<file path="src/sv/sspq_pkg.sv">
// shared types and constants for the stable sorted priority queue
// no dependencies; imported by stable_sorted_priority_queue_core, sspq_checker and tb
package sspq_pkg;

  localparam int DEPTH_DEF = 16;
  localparam int PRIO_W    = 16;
  localparam int CODE_W    = 16;

  typedef enum logic [1:0] {
    ACT_INSERT = 2'd0,
    ACT_REMOVE = 2'd1,
    ACT_LIST   = 2'd2
  } action_t;

  typedef enum logic [1:0] {
    ST_OK    = 2'd0,
    ST_FULL  = 2'd1,
    ST_EMPTY = 2'd2
  } status_t;

endpackage

</file>
<file path="src/sv/stable_sorted_priority_queue_core.sv">
// an insert reads the tail entry, walks towards the front shifting up each entry that ranks
// behind the key, writes the new entry into the gap and then sends a status beat; remove and
// list read each entry before its beat, and full or empty replies go out as one status beat
// one item in flight at a time; in_tready is high only in the idle state, limited by the
// single read port of the entry store, which the insert walk uses once per cycle
// reset (rst_n low, synchronous) empties the queue and drops any pending output beat;
// the entry store itself is not cleared and needs no clearing pass
module stable_sorted_priority_queue_core
  import sspq_pkg::*;
#(
  parameter int DEPTH = DEPTH_DEF
) (
  input  logic        clk,
  input  logic        rst_n,
  // input channel
  input  logic        in_tvalid,
  output logic        in_tready,
  input  logic [31:0] in_tdata,   // [15:0] priority_req (signed), [31:16] code
  input  logic [1:0]  in_tuser,   // [1:0] action
  // result channel
  output logic        out_tvalid,
  input  logic        out_tready,
  output logic [31:0] out_tdata,  // [15:0] out_priority (signed), [31:16] out_code
  output logic [1:0]  out_tuser,  // [1:0] status
  output logic        out_tlast   // last beat caused by this item
);

  localparam int AW = $clog2(DEPTH);
  localparam int CW = $clog2(DEPTH + 1);
  localparam logic [AW-1:0] LAST_PTR = AW'(DEPTH - 1);
  localparam logic [CW-1:0] FULL_CNT = CW'(DEPTH);

  typedef enum logic [3:0] {
    S_IDLE,
    S_INS_RD,   // fetch the tail entry
    S_INS_CMP,  // compare one entry per cycle, shifting it up while it ranks behind the key
    S_INS_PUT,  // drop the new entry into the gap
    S_REM_RD,
    S_REM_OUT,
    S_LST_RD,
    S_LST_OUT,
    S_RES       // single status beat with zero payload
  } state_t;

  // pointer helpers for the circular entry store
  function automatic logic [AW-1:0] ptr_inc(input logic [AW-1:0] p);
    ptr_inc = (p == LAST_PTR) ? '0 : p + 1'b1;
  endfunction

  function automatic logic [AW-1:0] ptr_dec(input logic [AW-1:0] p);
    ptr_dec = (p == '0) ? LAST_PTR : p - 1'b1;
  endfunction

  function automatic logic [AW-1:0] ptr_add(input logic [AW-1:0] base,
                                            input logic [CW-1:0] off);
    logic [CW:0] sum;
    sum = (CW+1)'(base) + (CW+1)'(off);
    if (sum >= (CW+1)'(DEPTH)) begin
      sum = sum - (CW+1)'(DEPTH);
    end
    ptr_add = sum[AW-1:0];
  endfunction

  // entry store, front at head_r, read data registered
  logic signed [PRIO_W-1:0] prio_mem [DEPTH];
  logic        [CODE_W-1:0] code_mem [DEPTH];
  logic signed [PRIO_W-1:0] rd_prio_r;
  logic        [CODE_W-1:0] rd_code_r;
  logic        [AW-1:0]     rd_addr;
  logic                     wr_en;
  logic        [AW-1:0]     wr_addr;
  logic signed [PRIO_W-1:0] wr_prio;
  logic        [CODE_W-1:0] wr_code;

  // control and payload registers
  state_t                   state_r, state_nxt;
  logic        [AW-1:0]     head_r, head_nxt;
  logic        [CW-1:0]     count_r, count_nxt;
  logic        [AW-1:0]     p_r, p_nxt;       // physical address of the entry being walked
  logic        [AW-1:0]     idx_r, idx_nxt;   // its place counted from the front
  logic        [AW-1:0]     pos_r, pos_nxt;   // physical slot for the new entry
  logic signed [PRIO_W-1:0] key_r, key_nxt;
  logic        [CODE_W-1:0] code_r, code_nxt;
  status_t                  res_status_r, res_status_nxt;

  logic                     out_tvalid_r, out_tvalid_nxt;
  status_t                  out_status_r, out_status_nxt;
  logic signed [PRIO_W-1:0] out_prio_r, out_prio_nxt;
  logic        [CODE_W-1:0] out_code_r, out_code_nxt;
  logic                     out_last_r, out_last_nxt;

  logic    in_fire;
  logic    out_free;
  logic    behind;
  action_t in_action;

  assign in_tready  = (state_r == S_IDLE);
  assign in_fire    = in_tvalid && in_tready;
  assign in_action  = action_t'(in_tuser);
  // the output register can take a new beat this cycle
  assign out_free   = !out_tvalid_r || out_tready;
  // walked entry ranks strictly behind the new key, so it moves up one slot
  assign behind     = (rd_prio_r > key_r);

  assign out_tvalid = out_tvalid_r;
  assign out_tdata  = {out_code_r, out_prio_r};
  assign out_tuser  = out_status_r;
  assign out_tlast  = out_last_r;

  always_comb begin
    state_nxt      = state_r;
    head_nxt       = head_r;
    count_nxt      = count_r;
    p_nxt          = p_r;
    idx_nxt        = idx_r;
    pos_nxt        = pos_r;
    key_nxt        = key_r;
    code_nxt       = code_r;
    res_status_nxt = res_status_r;
    out_tvalid_nxt = out_tvalid_r && !out_tready;
    out_status_nxt = out_status_r;
    out_prio_nxt   = out_prio_r;
    out_code_nxt   = out_code_r;
    out_last_nxt   = out_last_r;
    rd_addr        = p_r;
    wr_en          = 1'b0;
    wr_addr        = pos_r;
    wr_prio        = key_r;
    wr_code        = code_r;

    case (state_r)
      S_IDLE: begin
        if (in_fire) begin
          key_nxt  = in_tdata[PRIO_W-1:0];
          code_nxt = in_tdata[PRIO_W+CODE_W-1:PRIO_W];
          case (in_action)
            ACT_INSERT: begin
              if (count_r == FULL_CNT) begin
                res_status_nxt = ST_FULL;
                state_nxt      = S_RES;
              end else if (count_r == '0) begin
                pos_nxt   = head_r;
                state_nxt = S_INS_PUT;
              end else begin
                p_nxt     = ptr_add(head_r, count_r - 1'b1);
                idx_nxt   = AW'(count_r - 1'b1);
                state_nxt = S_INS_RD;
              end
            end
            ACT_REMOVE: begin
              if (count_r == '0) begin
                res_status_nxt = ST_EMPTY;
                state_nxt      = S_RES;
              end else begin
                p_nxt     = head_r;
                state_nxt = S_REM_RD;
              end
            end
            ACT_LIST: begin
              if (count_r == '0) begin
                res_status_nxt = ST_EMPTY;
                state_nxt      = S_RES;
              end else begin
                p_nxt     = head_r;
                idx_nxt   = '0;
                state_nxt = S_LST_RD;
              end
            end
            default: begin
              state_nxt = S_IDLE;
            end
          endcase
        end
      end

      S_INS_RD: begin
        state_nxt = S_INS_CMP;
      end

      S_INS_CMP: begin
        // fetch the next entry towards the front while this one is judged
        rd_addr = ptr_dec(p_r);
        if (behind) begin
          wr_en   = 1'b1;
          wr_addr = ptr_inc(p_r);
          wr_prio = rd_prio_r;
          wr_code = rd_code_r;
          if (idx_r == '0) begin
            pos_nxt   = p_r;
            state_nxt = S_INS_PUT;
          end else begin
            p_nxt   = ptr_dec(p_r);
            idx_nxt = idx_r - 1'b1;
          end
        end else begin
          // equal priority stays ahead of the newcomer
          pos_nxt   = ptr_inc(p_r);
          state_nxt = S_INS_PUT;
        end
      end

      S_INS_PUT: begin
        wr_en          = 1'b1;
        count_nxt      = count_r + 1'b1;
        res_status_nxt = ST_OK;
        state_nxt      = S_RES;
      end

      S_REM_RD: begin
        state_nxt = S_REM_OUT;
      end

      S_REM_OUT: begin
        if (out_free) begin
          out_tvalid_nxt = 1'b1;
          out_status_nxt = ST_OK;
          out_prio_nxt   = rd_prio_r;
          out_code_nxt   = rd_code_r;
          out_last_nxt   = 1'b1;
          head_nxt       = ptr_inc(head_r);
          count_nxt      = count_r - 1'b1;
          state_nxt      = S_IDLE;
        end
      end

      S_LST_RD: begin
        state_nxt = S_LST_OUT;
      end

      S_LST_OUT: begin
        if (out_free) begin
          out_tvalid_nxt = 1'b1;
          out_status_nxt = ST_OK;
          out_prio_nxt   = rd_prio_r;
          out_code_nxt   = rd_code_r;
          out_last_nxt   = (idx_r == AW'(count_r - 1'b1));
          if (idx_r == AW'(count_r - 1'b1)) begin
            state_nxt = S_IDLE;
          end else begin
            idx_nxt   = idx_r + 1'b1;
            p_nxt     = ptr_inc(p_r);
            state_nxt = S_LST_RD;
          end
        end
      end

      S_RES: begin
        if (out_free) begin
          out_tvalid_nxt = 1'b1;
          out_status_nxt = res_status_r;
          out_prio_nxt   = '0;
          out_code_nxt   = '0;
          out_last_nxt   = 1'b1;
          state_nxt      = S_IDLE;
        end
      end

      default: begin
        state_nxt = S_IDLE;
      end
    endcase
  end

  // state and registered outputs
  always_ff @(posedge clk) begin
    if (!rst_n) begin
      state_r      <= S_IDLE;
      head_r       <= '0;
      count_r      <= '0;
      out_tvalid_r <= 1'b0;
    end else begin
      state_r      <= state_nxt;
      head_r       <= head_nxt;
      count_r      <= count_nxt;
      out_tvalid_r <= out_tvalid_nxt;
    end
    p_r          <= p_nxt;
    idx_r        <= idx_nxt;
    pos_r        <= pos_nxt;
    key_r        <= key_nxt;
    code_r       <= code_nxt;
    res_status_r <= res_status_nxt;
    out_status_r <= out_status_nxt;
    out_prio_r   <= out_prio_nxt;
    out_code_r   <= out_code_nxt;
    out_last_r   <= out_last_nxt;
  end

  // entry store: one write and one registered read per cycle
  always_ff @(posedge clk) begin
    if (wr_en) begin
      prio_mem[wr_addr] <= wr_prio;
      code_mem[wr_addr] <= wr_code;
    end
    rd_prio_r <= prio_mem[rd_addr];
    rd_code_r <= code_mem[rd_addr];
  end

  // checks
  a_count_bound: assert property (@(posedge clk) disable iff (!rst_n)
    count_r <= FULL_CNT)
    else $error("entry count beyond depth");

  a_insert_grows: assert property (@(posedge clk) disable iff (!rst_n)
    (state_r == S_INS_PUT) |=> (count_r == $past(count_r) + 1'b1))
    else $error("insert did not add one entry");

  a_remove_shrinks: assert property (@(posedge clk) disable iff (!rst_n)
    (state_r == S_REM_OUT && out_free) |=>
      (count_r == $past(count_r) - 1'b1) && out_tvalid_r && out_last_r)
    else $error("remove did not take out one entry");

  a_full_keeps: assert property (@(posedge clk) disable iff (!rst_n)
    (in_fire && in_action == ACT_INSERT && count_r == FULL_CNT) |=>
      (state_r == S_RES) && (res_status_r == ST_FULL) && $stable(count_r))
    else $error("insert into full queue not dropped");

endmodule

</file>
<file path="config.mk">
export PLATFORM = sky130hd
export DESIGN_NAME = stable_sorted_priority_queue_core
export DESIGN_NICKNAME = d
export VERILOG_FILES = /design/src/sv/sspq_pkg.sv /design/src/sv/stable_sorted_priority_queue_core.sv
export SDC_FILE = /design/constraint.sdc
export NUM_CORES = 1
export LEC_CHECK = 0
export BUFFER_PORTS_ARGS = -buffer_cell sky130_fd_sc_hd__buf_2
export CAP_MARGIN = 25
export CORE_ASPECT_RATIO = 1.2
export CORE_UTILIZATION = 55
export CTS_BUF_LIST = sky130_fd_sc_hd__clkbuf_4
export CTS_CLUSTER_DIAMETER = 60
export DETAILED_ROUTE_END_ITERATION = 16
export GPL_TIMING_DRIVEN = 0
export PLACE_DENSITY = 0.83
export REMOVE_ABC_BUFFERS = 1
export SLEW_MARGIN = 20
export SYNTH_ARGS = -nofsm -noshare
export SYNTH_HDL_FRONTEND = slang
export SYNTH_SLANG_ARGS = --single-unit
export TNS_END_PERCENT = 10
</file>
<file path="constraint.sdc">
create_clock -name clk -period 12.22 [get_ports clk]
set_input_delay 1.833 -clock clk [delete_from_list [all_inputs] [get_ports clk]]
set_output_delay 1.833 -clock clk [all_outputs]
set_load 0.02 [all_outputs]
</file>
==> metrics.yaml <==
setup_violations: 0
vias_per_cell: 6.18
reg2regPathDepth: 14
status: "completed"
syn_inst: 1332
hold_buffers: 0
slew_headroom_pct: 34.4
core_area_um2: 45100
h-tree-depth: 4
setup_ws_ns: 7.44
crit_path_start_kind: "register"
yosysTopAreaCellShare_pct: 70.4
p_int_mw: 4.43
arrival_ns: 5.33
drt_wl_total_um: 60000
synth_edf_count: 593
seqPwrFrac_pct: 44.7
cts.sinks: 639
powerDensity_nw_per_um2: 211
synthTopCellsByArea: "edfxtp_1 70%, mux4_2 11%, dfxtp_1 3.6%, a22oi_1 1.9%, ha_1 1.5%"
comb_power_share_pct: 28.4
die_w_um: 198
gp_congestion: 0.844
final-max-slew-violation-count: 0
period_needed_ns: 4.78
clkPwrFrac_pct: 27.0
cts_setup_buffers: 0
finClkSkew_ns: 0.0544
wl_per_cell_um: 26.1
syn2layout_area_growth_pct: 18.7
setup_tns_ns: 0
synth-main-ff-cell: "edfxtp_1"
netSwitchingFraction_pct: 30.1
drc_errors: 0
initial_core_util_pct: 56.1
port-buffer-count: 74
io_pins: 75
vdd_drop_max_mv: 0.132
ys_async_sr_fraction_pct: 0
dp_worst_setup_slack_ns: 7.42
final_area_um2: 30000
synth.most_common_cell: "edfxtp_1"
critical_path_class: "reg2reg"
fp.dieH_um: 237
leakage_nw: 10.2
clkSlewWorstSetupHoldPaths_ns: 0.07
cap_violations: 0
rsz0062_at_grt: "false"
hp-class: "reg2reg"
cts_resized: 0
dpl.hpwl_um: 39100
synth_seq_area_share_pct: 74.0
max_freq_mhz: 209
antenna_found_initial: 1
drt_iter0_drc: 1472
whs_ns: 0.532
grt_pass1_vias: 14900
cts_buffers: 153
synth_area_um2: 25300
power_switching_mw: 1.91
final_nets: 1639
vias: 14200
final_cells: 2303
worst-path-max-fanout: 19
cts_tree: "done"
period_share_pct: 39.1
synth_common_cells: "593 x edfxtp_1, 128 x mux4_2, 71 x nand2_1"
clock_path_buffers: 3
ys_types: 63
drive_gt1_share_pct: 34.8
tightestPinTransition_ns: 0.977
syn_area_per_cell_um2: 19.0
ant_nets: 0
grt_pass1_wl_um: 89300
placed_area_um2: 28000
synth_seq_cells: 639
root_buffer: "clkbuf_4"
holdPathStages: 1
dieArea_um2: 46900
row_count: 85
clk_latency_ns: 0.88
grt_util_all_layers_pct: 26.6
critPathCaptureType: "register"
overflow: 0
crit_required_ns: 12.77
drtPass1Iterations: 8
synth_top_area_cell: "edfxtp_1"
grt_max_degree: 21
placedCellCount: 2021
yosysWarnings: 0
hold_viol_final: 0
==> final cells by class <==
class	count	area [um^2]
timing repair buffer	147	1980
inverter	31	116
tap	609	762
antenna	1	2.50
clock inverter	48	228
clock buffer	232	1740
fill	2837	15100
sequential	639	18700
multi-input combinational	596	6460
==> per-stage QoR <==
step / total power [mW] / util (%)
after floorplan: 4.05 / -
after global placement: 4.55 / 57.9
after detailed placement: 4.65 / 62.2
after CTS: 6.37 / 66.6
after global routing: 6.60 / 66.6
final: 6.34 / 66.6
==> registers in the layout, summed over array words and instances (netlist names), 2 cells and up <==
name	cells
rd_code_r	16
key_r	16
out_prio_r	16
idx_r	4
res_status_r	2
state_r	4
code_mem	256
count_r	5
prio_mem	256
out_tuser	2
p_r	4
rd_prio_r	16
out_code_r	16
pos_r	4
code_r	16
head_r	4
==> power groups by stage <==
stage	logic [mW]	registers [mW]	clock network, mW
2_1_floorplan	1.20	2.85	0
3_3_place_gp	1.68	2.87	0
3_5_place_dp	1.78	2.87	0
4_1_cts	1.79	2.83	1.74
5_1_grt	1.91	2.84	1.85
6_report	1.80	2.83	1.71
==> path summary, 6_finish.rpt <==
path | from | end | slack, ns
setup reg to reg | key_r[6] | code_mem[11][3] | 7.44
hold / removal | res_status_r[0] | out_tuser[0] | 0.53
hold reg to reg | res_status_r[0] | out_tuser[0] | 0.53
setup / recovery | key_r[6] | code_mem[11][3] | 7.44
==> cell usage in the layout (no fill, tap or decap), drive strengths merged, types with 3 or more instances in the layout <==
cell	count
dfxtp	46
nor4	3
o22ai	5
nand3	12
clkbuf	232
nor2b	37
edfxtp	593
a21o	3
mux2i	9
o32ai	7
o21ai	32
o31ai	4
a31oi	4
and2	8
ha	31
nand2b	5
mux4	128
nor2	34
and4	3
nand2	71
a22oi	64
xnor2	12
a21oi	33
nor3b	3
xor2	10
buf	147
nor3	7
or3	5
clkinv	36
inv	40
nand4	5
mux2	31
==> cells by family after synthesis <==
group	synth area share [%]
AO/OA/AOI/OAI	4.55
XOR/XNOR	0.762
AND/OR/NAND/NOR	4.10
multiplexers	13.1
buffers and inverters	1.75
adder cells (fa/ha/maj)	1.69
flip-flops	74.0
==> layer usage <==
layer	share of wire (%)	vias to the layer above	GRT usage, %
li1	-	5977	-
met1	35	7134	32.3
met2	51	927	44.7
met3	9.0	204	5.75
met4	4.4	0	13.9
met5	0	-	0
==> critical path, stage by stage, from the launching register on <==
cell	delay, ns
edfxtp_1	0.45
inv_1	0.08
ha_1	0.36
and4_1	0.28
nand3_1	0.23
a21oi_1	0.47
nor4_1	0.10
buf_2	0.19
o21ai_4	0.71
buf_16	0.26
nand2_1	0.24
o32ai_4	0.50
buf_8	0.26
buf_8	0.17
buf_16	0.16
(Power assumes the default switching activity.)
